`src/ccpi_pkg.sv`:
```
`timescale 1ns / 1ps
package ccpi_pkg;

  // error clamp and integral scaling
  localparam int ERROR_HIGH       = 1000;
  localparam int ERROR_LOW        = -1000;
  localparam int INTEGRAL_DIVISOR = 250;
  localparam int CV_OFFSET        = 18;

  // field widths
  localparam int TGT_W      = 13;
  localparam int VOLT_W     = 13;
  localparam int CURR_W     = 14;
  localparam int GAIN_W     = 16;
  localparam int DUTY_W     = 9;
  localparam int CFG_ADDR_W = 3;
  localparam int CFG_DATA_W = 16;

  // datapath widths
  localparam int RAW_W   = 16;               // unclamped error
  localparam int ERR_W   = 14;               // clamped error, +/-1000
  localparam int P_W     = GAIN_W + ERR_W + 1;
  localparam int MAG_W   = GAIN_W + ERR_W - 1;
  localparam int RECIP_W = MAG_W + 1;
  localparam int DIV_W   = 11;
  localparam int Q_FRAC  = 12;
  localparam int INT_W   = 40;
  localparam int SUM_W   = INT_W + 1;
  localparam int CUR_W   = INT_W + 2;

  // reciprocal of the integral divisor, scaled by 2^MAG_W
  localparam logic [RECIP_W-1:0] RECIP =
    RECIP_W'((64'd1 << MAG_W) / INTEGRAL_DIVISOR);
  localparam logic [DIV_W-1:0] DIV_K = DIV_W'(INTEGRAL_DIVISOR);

  // register reset values
  localparam logic [GAIN_W-1:0] GAIN_P_CC_RST = 16'd410;
  localparam logic [GAIN_W-1:0] GAIN_I_CC_RST = 16'd4;
  localparam logic [GAIN_W-1:0] GAIN_P_CV_RST = 16'd1638;
  localparam logic [GAIN_W-1:0] GAIN_I_CV_RST = 16'd2048;
  localparam logic [DUTY_W-1:0] DUTY_MAX_RST  = 9'd511;
  localparam logic [DUTY_W-1:0] DUTY_MIN_RST  = 9'd0;

  typedef enum logic [CFG_ADDR_W-1:0] {
    REG_CURRENT_TARGET,
    REG_VOLTAGE_TARGET,
    REG_GAIN_P_CC,
    REG_GAIN_I_CC,
    REG_GAIN_P_CV,
    REG_GAIN_I_CV,
    REG_DUTY_MAX,
    REG_DUTY_MIN
  } cfg_idx_t;

  typedef struct packed {
    logic [TGT_W-1:0]  current_target;
    logic [TGT_W-1:0]  voltage_target;
    logic [GAIN_W-1:0] gain_p_cc;
    logic [GAIN_W-1:0] gain_i_cc;
    logic [GAIN_W-1:0] gain_p_cv;
    logic [GAIN_W-1:0] gain_i_cv;
    logic [DUTY_W-1:0] duty_max;
    logic [DUTY_W-1:0] duty_min;
  } cfg_t;

  // error stage result
  typedef struct packed {
    logic signed [ERR_W-1:0] err;
    logic [GAIN_W-1:0]       kp;
    logic [GAIN_W-1:0]       ki;
    logic                    cv;
    logic                    sw;
  } err_t;

  // proportional term and scaled integral increment
  typedef struct packed {
    logic signed [P_W-1:0]   p;
    logic signed [MAG_W:0]   dq;
    logic                    cv;
    logic                    sw;
  } quo_t;

endpackage

```
`src/ccpi_cfg.sv`:
```
`timescale 1ns / 1ps
module ccpi_cfg
  import ccpi_pkg::*;
(
  input  logic                  clk,
  input  logic                  rst_n,
  input  logic                  cfg_we,
  input  logic [CFG_ADDR_W-1:0] cfg_addr,
  input  logic [CFG_DATA_W-1:0] cfg_wdata,
  output cfg_t                  cfg
);

  cfg_t cfg_r;

  // register file, written one register per cycle
  always_ff @(posedge clk) begin
    if (!rst_n) begin
      cfg_r.current_target <= '0;
      cfg_r.voltage_target <= '0;
      cfg_r.gain_p_cc      <= GAIN_P_CC_RST;
      cfg_r.gain_i_cc      <= GAIN_I_CC_RST;
      cfg_r.gain_p_cv      <= GAIN_P_CV_RST;
      cfg_r.gain_i_cv      <= GAIN_I_CV_RST;
      cfg_r.duty_max       <= DUTY_MAX_RST;
      cfg_r.duty_min       <= DUTY_MIN_RST;
    end else if (cfg_we) begin
      case (cfg_idx_t'(cfg_addr))
        REG_CURRENT_TARGET: cfg_r.current_target <= cfg_wdata[TGT_W-1:0];
        REG_VOLTAGE_TARGET: cfg_r.voltage_target <= cfg_wdata[TGT_W-1:0];
        REG_GAIN_P_CC:      cfg_r.gain_p_cc      <= cfg_wdata[GAIN_W-1:0];
        REG_GAIN_I_CC:      cfg_r.gain_i_cc      <= cfg_wdata[GAIN_W-1:0];
        REG_GAIN_P_CV:      cfg_r.gain_p_cv      <= cfg_wdata[GAIN_W-1:0];
        REG_GAIN_I_CV:      cfg_r.gain_i_cv      <= cfg_wdata[GAIN_W-1:0];
        REG_DUTY_MAX:       cfg_r.duty_max       <= cfg_wdata[DUTY_W-1:0];
        REG_DUTY_MIN:       cfg_r.duty_min       <= cfg_wdata[DUTY_W-1:0];
        default: ;
      endcase
    end
  end

  assign cfg = cfg_r;

endmodule

```
`src/ccpi_err.sv`:
```
`timescale 1ns / 1ps
module ccpi_err
  import ccpi_pkg::*;
(
  input  logic                     clk,
  input  logic                     rst_n,
  input  logic                     adv,
  input  logic                     in_valid,
  input  logic [VOLT_W-1:0]        in_voltage_mv,
  input  logic signed [CURR_W-1:0] in_current_ma,
  input  cfg_t                     cfg,
  output logic                     s1_valid,
  output err_t                     s1
);

  localparam logic signed [RAW_W-1:0] E_HI = RAW_W'(ERROR_HIGH);
  localparam logic signed [RAW_W-1:0] E_LO = RAW_W'(ERROR_LOW);

  logic                    cv_r;
  logic                    s1_valid_r;
  err_t                    s1_r;
  err_t                    s1_nxt;
  logic                    above;
  logic                    cv_now;
  logic signed [RAW_W-1:0] err_cv;
  logic signed [RAW_W-1:0] err_cc;
  logic signed [RAW_W-1:0] err_raw;
  logic signed [RAW_W-1:0] err_clip;

  // mode switch: first item above the voltage target moves to cv for good
  assign above  = in_voltage_mv > cfg.voltage_target;
  assign cv_now = cv_r | above;

  // raw error for both modes
  assign err_cv = $signed({{(RAW_W-TGT_W){1'b0}}, cfg.voltage_target})
                + $signed(RAW_W'(CV_OFFSET))
                - $signed({{(RAW_W-VOLT_W){1'b0}}, in_voltage_mv});
  assign err_cc = $signed({{(RAW_W-TGT_W){1'b0}}, cfg.current_target})
                - RAW_W'(in_current_ma);
  assign err_raw = cv_now ? err_cv : err_cc;

  // error clamp and gain selection
  always_comb begin
    if (err_raw > E_HI) begin
      err_clip = E_HI;
    end else if (err_raw < E_LO) begin
      err_clip = E_LO;
    end else begin
      err_clip = err_raw;
    end
    s1_nxt.err = err_clip[ERR_W-1:0];
    s1_nxt.kp  = cv_now ? cfg.gain_p_cv : cfg.gain_p_cc;
    s1_nxt.ki  = cv_now ? cfg.gain_i_cv : cfg.gain_i_cc;
    s1_nxt.cv  = cv_now;
    s1_nxt.sw  = ~cv_r & above;
  end

  always_ff @(posedge clk) begin
    if (!rst_n) begin
      cv_r       <= 1'b0;
      s1_valid_r <= 1'b0;
    end else if (adv) begin
      s1_valid_r <= in_valid;
      if (in_valid) begin
        cv_r <= cv_now;
      end
    end
  end

  always_ff @(posedge clk) begin
    if (adv) begin
      s1_r <= s1_nxt;
    end
  end

  assign s1_valid = s1_valid_r;
  assign s1       = s1_r;

endmodule

```
`src/ccpi_mul.sv`:
```
`timescale 1ns / 1ps
module ccpi_mul
  import ccpi_pkg::*;
(
  input  logic clk,
  input  logic rst_n,
  input  logic adv,
  input  logic s1_valid,
  input  err_t s1,
  output logic s4_valid,
  output quo_t s4
);

  localparam int PROD_W = MAG_W + RECIP_W;
  localparam int REM_W  = MAG_W + DIV_W;

  typedef struct packed {
    logic signed [P_W-1:0] p;
    logic [MAG_W-1:0]      mag;
    logic                  neg;
    logic                  cv;
    logic                  sw;
  } mag_t;

  typedef struct packed {
    logic signed [P_W-1:0] p;
    logic [MAG_W-1:0]      mag;
    logic [MAG_W-1:0]      q0;
    logic                  neg;
    logic                  cv;
    logic                  sw;
  } est_t;

  logic [2:0]              vld_r;
  mag_t                    s2_r;
  mag_t                    s2_nxt;
  est_t                    s3_r;
  est_t                    s3_nxt;
  quo_t                    s4_r;
  quo_t                    s4_nxt;
  logic signed [ERR_W-1:0] e_abs;
  logic [PROD_W-1:0]       prod;
  logic [REM_W-1:0]        qd;
  logic [REM_W-1:0]        rem;
  logic [MAG_W-1:0]        q;

  // both gain products: signed proportional, unsigned integral magnitude
  always_comb begin
    e_abs      = s1.err[ERR_W-1] ? -s1.err : s1.err;
    s2_nxt.p   = $signed({1'b0, s1.kp}) * s1.err;
    s2_nxt.mag = s1.ki * e_abs[ERR_W-2:0];
    s2_nxt.neg = s1.err[ERR_W-1];
    s2_nxt.cv  = s1.cv;
    s2_nxt.sw  = s1.sw;
  end

  // quotient estimate by reciprocal, low by at most one
  always_comb begin
    prod       = s2_r.mag * RECIP;
    s3_nxt.p   = s2_r.p;
    s3_nxt.mag = s2_r.mag;
    s3_nxt.q0  = prod[2*MAG_W-1:MAG_W];
    s3_nxt.neg = s2_r.neg;
    s3_nxt.cv  = s2_r.cv;
    s3_nxt.sw  = s2_r.sw;
  end

  // remainder correction, then sign back on (truncates toward zero)
  always_comb begin
    qd        = s3_r.q0 * DIV_K;
    rem       = REM_W'(s3_r.mag) - qd;
    q         = s3_r.q0 + MAG_W'(rem >= REM_W'(DIV_K));
    s4_nxt.p  = s3_r.p;
    s4_nxt.dq = s3_r.neg ? -$signed({1'b0, q}) : $signed({1'b0, q});
    s4_nxt.cv = s3_r.cv;
    s4_nxt.sw = s3_r.sw;
  end

  always_ff @(posedge clk) begin
    if (!rst_n) begin
      vld_r <= '0;
    end else if (adv) begin
      vld_r <= {vld_r[1:0], s1_valid};
    end
  end

  always_ff @(posedge clk) begin
    if (adv) begin
      s2_r <= s2_nxt;
      s3_r <= s3_nxt;
      s4_r <= s4_nxt;
    end
  end

  assign s4_valid = vld_r[2];
  assign s4       = s4_r;

endmodule

```
`src/ccpi_acc.sv`:
```
`timescale 1ns / 1ps
module ccpi_acc
  import ccpi_pkg::*;
(
  input  logic              clk,
  input  logic              rst_n,
  input  logic              adv,
  input  logic              s4_valid,
  input  quo_t              s4,
  input  cfg_t              cfg,
  output logic              out_valid,
  output logic [DUTY_W-1:0] out_duty,
  output logic              out_voltage_mode,
  output logic              out_duty_clamped
);

  localparam int PAD_W = CUR_W - DUTY_W - Q_FRAC;
  localparam logic signed [INT_W-1:0] INT_MAX = {1'b0, {(INT_W-1){1'b1}}};
  localparam logic signed [INT_W-1:0] INT_MIN = {1'b1, {(INT_W-1){1'b0}}};
  localparam logic signed [CUR_W-1:0] HALF    = CUR_W'(1 << (Q_FRAC - 1));
  localparam logic signed [CUR_W-1:0] ROUND_N = CUR_W'((1 << Q_FRAC) - 1);

  logic [DUTY_W-1:0]       duty_r;
  logic signed [INT_W-1:0] integ_r;
  logic                    out_valid_r;
  logic [DUTY_W-1:0]       out_duty_r;
  logic                    out_mode_r;
  logic                    out_clamp_r;
  logic [DUTY_W-1:0]       duty_nxt;
  logic signed [INT_W-1:0] integ_nxt;
  logic                    clamp_nxt;
  logic signed [INT_W-1:0] integ_base;
  logic signed [SUM_W-1:0] sum;
  logic signed [SUM_W-1:0] pi;
  logic signed [CUR_W-1:0] cur;
  logic signed [CUR_W-1:0] hi;
  logic signed [CUR_W-1:0] lo;
  logic signed [CUR_W-1:0] x;
  logic signed [CUR_W-1:0] xr;
  logic signed [CUR_W-1:0] step;

  // saturating integral, cleared on the switch into cv mode
  always_comb begin
    integ_base = s4.sw ? '0 : integ_r;
    sum        = SUM_W'(integ_base) + SUM_W'(s4.dq);
    if (sum[SUM_W-1] != sum[SUM_W-2]) begin
      integ_nxt = sum[SUM_W-1] ? INT_MIN : INT_MAX;
    end else begin
      integ_nxt = sum[INT_W-1:0];
    end
  end

  // duty update against the limits, else step by the rounded pi term
  always_comb begin
    pi   = SUM_W'(s4.p) + SUM_W'(integ_nxt);
    cur  = $signed({{PAD_W{1'b0}}, duty_r, {Q_FRAC{1'b0}}}) + CUR_W'(pi);
    hi   = $signed({{PAD_W{1'b0}}, cfg.duty_max, {Q_FRAC{1'b0}}});
    lo   = $signed({{PAD_W{1'b0}}, cfg.duty_min, {Q_FRAC{1'b0}}});
    x    = CUR_W'(pi) + HALF;
    xr   = x[CUR_W-1] ? x + ROUND_N : x;
    step = xr >>> Q_FRAC;
    if (cur >= hi) begin
      duty_nxt  = cfg.duty_max;
      clamp_nxt = 1'b1;
    end else if (cur <= lo) begin
      duty_nxt  = cfg.duty_min;
      clamp_nxt = 1'b1;
    end else begin
      duty_nxt  = duty_r + step[DUTY_W-1:0];
      clamp_nxt = 1'b0;
    end
  end

  always_ff @(posedge clk) begin
    if (!rst_n) begin
      duty_r      <= '0;
      integ_r     <= '0;
      out_valid_r <= 1'b0;
    end else if (adv) begin
      out_valid_r <= s4_valid;
      if (s4_valid) begin
        duty_r  <= duty_nxt;
        integ_r <= integ_nxt;
      end
    end
  end

  // result register
  always_ff @(posedge clk) begin
    if (adv && s4_valid) begin
      out_duty_r  <= duty_nxt;
      out_mode_r  <= s4.cv;
      out_clamp_r <= clamp_nxt;
    end
  end

  assign out_valid        = out_valid_r;
  assign out_duty         = out_duty_r;
  assign out_voltage_mode = out_mode_r;
  assign out_duty_clamped = out_clamp_r;

endmodule

```
`src/cc_cv_pi_duty_controller.sv`:
```
`timescale 1ns / 1ps
// an accepted item passes five registers in order, s1, s2, s3, s4 and the result register,
// the first loaded at the edge that accepts it, and its result then stands on the out_ ports
// throughput: one item per cycle when not stalled; the five-stage pipeline holds as a whole while a result
// is stalled, so in_stall is out_stall gated by out_valid, in the same cycle
// reset (rst_n low, synchronous): constant-current mode, duty 0, integral 0,
// pipeline empty, registers at their default values
module cc_cv_pi_duty_controller
  import ccpi_pkg::*;
(
  input  logic                     clk,
  input  logic                     rst_n,
  input  logic                     in_valid,
  output logic                     in_stall,
  input  logic [VOLT_W-1:0]        in_voltage_mv,
  input  logic signed [CURR_W-1:0] in_current_ma,
  output logic                     out_valid,
  input  logic                     out_stall,
  output logic [DUTY_W-1:0]        out_duty,
  output logic                     out_voltage_mode,
  output logic                     out_duty_clamped,
  input  logic                     cfg_we,
  input  logic [CFG_ADDR_W-1:0]    cfg_addr,
  input  logic [CFG_DATA_W-1:0]    cfg_wdata
);

  cfg_t cfg;
  err_t s1;
  quo_t s4;
  logic s1_valid;
  logic s4_valid;
  logic adv;

  // pipeline moves whenever the result slot is free or being taken
  assign adv      = ~out_valid | ~out_stall;
  assign in_stall = ~adv;

  ccpi_cfg u_cfg (
    .clk       (clk),
    .rst_n     (rst_n),
    .cfg_we    (cfg_we),
    .cfg_addr  (cfg_addr),
    .cfg_wdata (cfg_wdata),
    .cfg       (cfg)
  );

  ccpi_err u_err (
    .clk           (clk),
    .rst_n         (rst_n),
    .adv           (adv),
    .in_valid      (in_valid),
    .in_voltage_mv (in_voltage_mv),
    .in_current_ma (in_current_ma),
    .cfg           (cfg),
    .s1_valid      (s1_valid),
    .s1            (s1)
  );

  ccpi_mul u_mul (
    .clk      (clk),
    .rst_n    (rst_n),
    .adv      (adv),
    .s1_valid (s1_valid),
    .s1       (s1),
    .s4_valid (s4_valid),
    .s4       (s4)
  );

  ccpi_acc u_acc (
    .clk              (clk),
    .rst_n            (rst_n),
    .adv              (adv),
    .s4_valid         (s4_valid),
    .s4               (s4),
    .cfg              (cfg),
    .out_valid        (out_valid),
    .out_duty         (out_duty),
    .out_voltage_mode (out_voltage_mode),
    .out_duty_clamped (out_duty_clamped)
  );

endmodule

```
`config.mk`:
```
export PLATFORM = sky130hd
export DESIGN_NAME = cc_cv_pi_duty_controller
export DESIGN_NICKNAME = d
export VERILOG_FILES = /design/src/ccpi_pkg.sv /design/src/ccpi_cfg.sv /design/src/ccpi_err.sv /design/src/ccpi_mul.sv /design/src/ccpi_acc.sv /design/src/cc_cv_pi_duty_controller.sv
export SDC_FILE = /design/constraint.sdc
export NUM_CORES = 2
export LEC_CHECK = 0
export ABC_AREA = 0
export BUFFER_PORTS_ARGS = -buffer_cell sky130_fd_sc_hd__buf_2
export CAP_MARGIN = 20
export CORE_ASPECT_RATIO = 1.4
export CORE_MARGIN = 2
export CORE_UTILIZATION = 60
export DETAILED_ROUTE_END_ITERATION = 16
export GPL_ROUTABILITY_DRIVEN = 0
export PLACE_DENSITY = 0.76
export SYNTH_ARGS = -nofsm -noshare
export SYNTH_HDL_FRONTEND = slang
export SYNTH_SLANG_ARGS = --single-unit
export TNS_END_PERCENT = 20
```
`constraint.sdc`:
```
create_clock -name clk -period 32.4 [get_ports clk]
set_input_delay 1.62 -clock clk [delete_from_list [all_inputs] [get_ports clk]]
set_output_delay 1.62 -clock clk [all_outputs]
set_load 0.01 [all_outputs]
```
* Word-level counts from Yosys, hierarchy flattened
Index checks and enable logic that the tools add are counted.
** Cells by class
- Reduce and logical (&&, ||, !) cells :: 13
- Equal/unequal tests :: 8
- Bitwise gates (word level) :: 7
- Muxes and demuxes :: 13
- $add $sub $neg :: 13
- Order comparisons :: 6
- $mul :: 4
** Operators with widths (number)
- $mux W40 :: 3
- $mul A29 B22 Y51 const B :: 1
- $mux W16 :: 3
- $add A22 B41 Y42 :: 1
- $add A41 B13 Y42 const B :: 1
- $ge A42 B22 Y1 :: 1
- $le A42 B22 Y1 :: 1
- $add A31 B40 Y41 :: 1
- $add A40 B30 Y41 :: 1
- $ge A40 B8 Y1 const B :: 1
- $sub A29 B37 Y38 :: 1
- $mul A17 B14 Y31 :: 1
- $neg A23 Y30 :: 1
- $mul A16 B13 Y29 :: 1
- $mul A22 B7 Y29 const B :: 1
- $mux W29 :: 1
- $add A22 B1 Y23 :: 1
- $add A21 B13 Y21 const B :: 1
- $mux W21 :: 1
- $reduce_and A2 Y1 :: 10
- $mux W9 :: 2
- $gt A16 B11 Y1 const B :: 1
- $lt A16 B11 Y1 const B :: 1
- $sub A16 B14 Y16 :: 1
- other kinds (18) :: 26
** Word-level totals
- Bits of input ports :: 51
- Register bits :: 433
- Output and inout bits :: 13
- Logic and storage cells :: 103

* Logic depth before layout (Yosys ltp)
- Word-level depth :: 11
- Mapped depth :: 53
- Depth with buffers taken out :: 51

* Cells and area by module
Synthesis repeated with hierarchy kept, for this count alone.
** Unflattened totals
- Cells, all modules :: 5770
- Area total of the unflattened synthesis :: 53976.8 µm²
** Modules (own cells, without submodules)
- ccpi_mul :: sequential area each 6366.1 µm², cells an instance 3581, area an instance 35913.2 µm², instances 1
- ccpi_acc :: sequential area each 1331.3 µm², cells an instance 1297, area an instance 9659.3 µm², instances 1
- ccpi_err :: sequential area each 1481.4 µm², cells an instance 499, area an instance 4309.1 µm², instances 1
- ccpi_cfg :: sequential area each 2162.1 µm², cells an instance 391, area an instance 4085.2 µm², instances 1
- cc_cv_pi_duty_controller :: sequential area each 0.0 µm², cells an instance 2, area an instance 10.0 µm², instances 1

* Worst setup path before layout
OpenSTA, ideal clock, no wires.
- Path type :: register -> register
- From :: register u_mul.s4_r, in the netlist u_mul.s4[0]
- To :: register u_acc.out_duty_r[8] (netlist: u_acc.out_duty[8]), data pin
- Data arrival time :: 10062 ps
- Data required time :: 32138 ps
- Setup slack :: 22077 ps
- Period minus slack after synthesis :: 10323 ps
- Buffers on the path :: 2
- Setup time :: 262 ps
- Cell stages (with the launch flop) :: 53
- Cells stage by stage :: edfxtp_1 clkbuf_1 nor2b_1 ha_1 fa_1 a21o_1 a21oi_1 o21bai_1 a21oi_1 a21oi_1 a21boi_0 o21ai_0 o31a_1 a31oi_1 a211oi_1 o32ai_1 o21ai_0 a211oi_1 [17 not listed] nor4_4 nand4_1 o21ai_0 xnor2_1 ha_1 fa_1 a21oi_1 nor2_1 nor2_1 o21bai_1 a21oi_1 o21bai_1 a21oi_1 xnor2_1 xnor2_1 xnor2_1 o211ai_1 nand2_1
** On the way
- Cells in the longest elaborated chain, start to end :: 11
- Elaborated cells between the ends (all ways) :: 15
- Classes of those cells :: add/sub: 6; order compare: 2; eq/ne: 1; mux: 6
** Ends and longest elaborated chain
- from (decl) :: line ccpi_mul.sv:39 : quo_t s4_r;
- from (signal assigned) :: line ccpi_mul.sv:91 : s4_r <= s4_nxt;
- $mux W40 * :: line ccpi_acc.sv:44 : integ_base = s4.sw ? '0 : integ_r;
- $add A40 B30 Y41 * :: line ccpi_acc.sv:45 : sum = SUM_W'(integ_base) + SUM_W'(s4.dq);
- $mux W40 / $ne A1 B1 Y1 (equally long branches) :: line ccpi_acc.sv:47, ccpi_acc.sv:46
- $mux W40 * :: line ccpi_acc.sv:46 : if (sum[SUM_W-1] != sum[SUM_W-2]) begin
- named net u_acc.integ_nxt[0] :: line ccpi_acc.sv:30 : logic signed [INT_W-1:0] integ_nxt;
- $add A31 B40 Y41 * :: line ccpi_acc.sv:55 : pi = SUM_W'(s4.p) + SUM_W'(integ_nxt);
- $add A41 B13 Y42 :: line ccpi_acc.sv:59 : x = CUR_W'(pi) + HALF;
- $add A21 B13 Y21 :: line ccpi_acc.sv:60 : xr = x[CUR_W-1] ? x + ROUND_N : x;
- $mux W21 :: line ccpi_acc.sv:60
- $add A9 B9 Y9 :: line ccpi_acc.sv:69 : duty_nxt = duty_r + step[DUTY_W-1:0];
- $mux W9 :: line ccpi_acc.sv:65 : end else if (cur <= lo) begin
- $mux W9 * :: line ccpi_acc.sv:62 : if (cur >= hi) begin
- named net u_acc.duty_nxt[8] :: line ccpi_acc.sv:29 : logic [DUTY_W-1:0] duty_nxt;
- to (signal assigned) :: line ccpi_acc.sv:91 : out_duty_r <= duty_nxt;
- to (decl) :: line ccpi_acc.sv:26 : logic [DUTY_W-1:0] out_duty_r;
Mark *: on every way through the listed nets, which the timed path passes. The rest lies on a longest branch.
A chain may end at the register's enable or synchronous reset.

* Final worst setup path
- From :: register u_mul.s4_r, in the netlist u_mul.s4[0]
- To :: register u_acc.duty_r[8]
** On the way
- Cells in the longest elaborated chain, start to end :: 11
- Elaborated cells between the ends (all ways) :: 15
- Classes of those cells :: add/sub: 6; order compare: 2; eq/ne: 1; mux: 6
** Ends and longest elaborated chain
- $mux W40 * :: line ccpi_acc.sv:44
- $add A40 B30 Y41 * :: line ccpi_acc.sv:45
- $mux W40 / $ne A1 B1 Y1 (equally long branches) :: line ccpi_acc.sv:47, ccpi_acc.sv:46
- $mux W40 * :: line ccpi_acc.sv:46
- named net u_acc.integ_nxt[0] :: line ccpi_acc.sv:30
- $add A31 B40 Y41 * :: line ccpi_acc.sv:55
- $add A41 B13 Y42 :: line ccpi_acc.sv:59
- $add A21 B13 Y21 :: line ccpi_acc.sv:60
- $mux W21 :: line ccpi_acc.sv:60
- $add A9 B9 Y9 :: line ccpi_acc.sv:69
- $mux W9 :: line ccpi_acc.sv:65
- $mux W9 * :: line ccpi_acc.sv:62
- to (signal assigned) :: line ccpi_acc.sv:82 : duty_r <= duty_nxt;
- to (decl) :: line ccpi_acc.sv:23 : logic [DUTY_W-1:0] duty_r;
Marks and branches as above.

==> results.yml <==
status:
  outcome: "finished clean"
clocking:
  path_clk_slew_ps: 70
  clockBufferDepth: 3
  cts.sinks: 432
  cts_htree_levels: 2
  root_buffer: "clkbuf_16"
  post_cts_buffers: 0
  clk_latency_ps: 630
  cts_hold_buf: 0
  cts_inserted_buffers: 46
  cts_tree: "yes"
  post_cts_resized: 0
die:
  start_util: 0.605
  die_area_um2: 87300
  num_io_pins: 64
  coreArea_um2: 84200
  rows: 126
  die_h_um: 349
  dieWidth_um: 250
critical_path:
  slowest_delay_ps: 680
  worstSetupStartpointType: "flop"
  required_ps: 32930
  worstPathMaxFanout: 40
  cpMostUsedCell: "a21oi_1"
  path_class: "reg -> reg"
  arrival_ps: 12840
  path_buf_inv: 3
  cpMaxStageDelayCell: "nor2_2"
  crit_family: "compound AO/OA/AOI/OAI gates"
  worstSetupEndpointType: "flop"
synthesis:
  synth.avg_cell_area_um2: 9.34
  ys_warn_count: 0
  syn_nets: 6796
  ys_seq_elements: 432
  synth_ff_type: "edfxtp_1"
  synth_async_sr_flop_share: 0
  ys_seq_area_frac: 0.223
  synth_edf_count: 269
  yosys.cell_types.count: 86
  syn_area_um2: 51000
  syn_inst: 5455
layout:
  area_delta_synth_final_pct: 5.83
  antenna_cells: 0
  nFillCells: 6870
  layout-drive-gt1-share: 0.0479
  nNetsFinal: 6793
sta:
  skew_ps: 36.6
  period_share: 0.380
  min_period_ps: 12310
  setup_tns_ps: 0
  fmax_mhz: 81.2
  grt_setup_unrepaired: "no"
  finalHoldViolations: 0
  finalSetupViolCount: 0
  tightest_slew_ps: 1060
  relSlewSlack: 0.296
  slew_violations: 0
hold_path:
  min_path_type: "reg -> reg"
run:
  cap_violations: 0
global_route:
  grt_max_degree: 85
  grt_pass1_vias: 39574
  grt_pass1_wl_mm: 193
  antenna_found_initial: 0
  grt-ovfl-total: 0
  track_usage: 0.274
detailed_routing:
  final_antenna_net_count: 0
  vias: 37484
  route.detailed.drc: 0
  drt-total-wl_mm: 116
  vias_per_cell: 5.70
  drt_iter0_markers: 1815
  dr.pass1.iters: 6
  wl_per_cell_um: 17.6
placed_design:
  dp_hpwl_mm: 92.0
  numPortBuffers: 63
-- state kept, by name, summed over array words and instances, names as in the netlist --
| register | count |
|---|---|
| u_acc.out_voltage_mode | 1 |
| u_acc.integ_r | 40 |
| u_mul.s4 | 63 |
| u_mul.s3_r | 84 |
| u_err.s1_valid | 1 |
| u_err.s1 | 48 |
| u_acc.out_duty_clamped | 1 |
| u_mul.s2_r | 63 |
| u_acc.out_valid | 1 |
| u_acc.out_duty | 9 |
| u_acc.duty_r | 9 |
| u_err.cv_r | 1 |
| u_mul.vld_r | 3 |
| u_cfg.cfg | 108 |
-- metrics by stage --
stage               setup WS [ps]   util  hold slack, ps  std cells  instance area [um2]
finish                      20090  0.641             394       6577                53900
global route                19060  0.641             400       6577                53900
CTS                         20280  0.641             391       6577                53900
detailed placement          20340  0.622             405       6492                52400
global placement            20620  0.622             401       6490                52400
floorplan                   22080      -             400       5455                51000
-- cell usage after synthesis, drive strengths merged (33+ instances only) --
library cell | number | area (um2)
o21a | 33 | 255
nor2b | 84 | 533
nand2b | 60 | 375
nand2 | 688 | 2580
a21oi | 288 | 1450
inv | 959 | 3600
mux2 | 36 | 405
clkbuf | 133 | 510
and2 | 163 | 1020
nor3 | 54 | 275
edfxtp | 269 | 8080
a21o | 89 | 668
dfxtp | 163 | 3260
nand3 | 96 | 480
ha | 720 | 9010
xor2 | 89 | 780
nor2 | 230 | 866
o21ai | 167 | 847
fa | 570 | 11400
xnor2 | 182 | 1590
o21bai | 33 | 259
-- cell type report --
type	instances	area, um2	area share
Clock buffer	61	1280	0.0237
Clock inverter	24	243	0.00450
Inverter	960	3600	0.0668
Multi-Input combinational cell	3912	35500	0.658
Sequential cell	432	11300	0.210
Tap cell	1088	1360	0.0252
Timing Repair Buffer	100	597	0.0111
-- kinds of logic after synthesis --
logic type                 Yosys count  synth area share
buffers and inverters             1111            0.0823
xor gates and xnor gates           271            0.0466
adders and majority gates         1290             0.401
DFF                                432             0.223
and+or+nand+nor                   1499             0.138
muxes                               49            0.0105
AOI/OAI and AO/OA                  803            0.0998
-- routing by layer --
layer  global-route usage  wire (um)  vias up
met4                0.129       5590        0
met3               0.0258       4950      320
li1                     -          -    17791
met1                0.315      44700    18379
met2                0.512      60700      994
met5                    0          0        -
-- final timing paths --
kind,startpoint,end,slack [ps],cells after the start
hold / removal,u_mul.s3_r[62],u_mul.s4[33],390,0
setup / recovery,u_mul.s4[0],u_acc.duty_r[8],20090,52
setup reg to reg,u_mul.s4[0],u_acc.duty_r[8],20090,52
hold reg to reg,u_mul.s3_r[62],u_mul.s4[33],390,0
-- placed cells by master (no fill, tap or decap), types with 48 or more instances in the layout --
cell / synthesis / final
ha_1: 720 / 720
o21ai_0: 162 / 162
xnor2_1: 182 / 176
nor2_1: 229 / 227
nor2b_1: 83 / 83
clkbuf_16: 0 / 48
inv_1: 958 / 958
nand3_1: 96 / 96
and2_1: 161 / 161
nor3_1: 53 / 52
dfxtp_1: 163 / 163
nand2_1: 687 / 686
a21oi_1: 287 / 286
edfxtp_1: 269 / 269
fa_1: 570 / 570
buf_2: 3 / 63
nand2b_1: 60 / 60
xor2_1: 89 / 88
a21o_1: 89 / 89
Power is left out: the tool's default activity adds up to more than one toggle a clock period on the data nets, which glitch-free logic cannot reach.
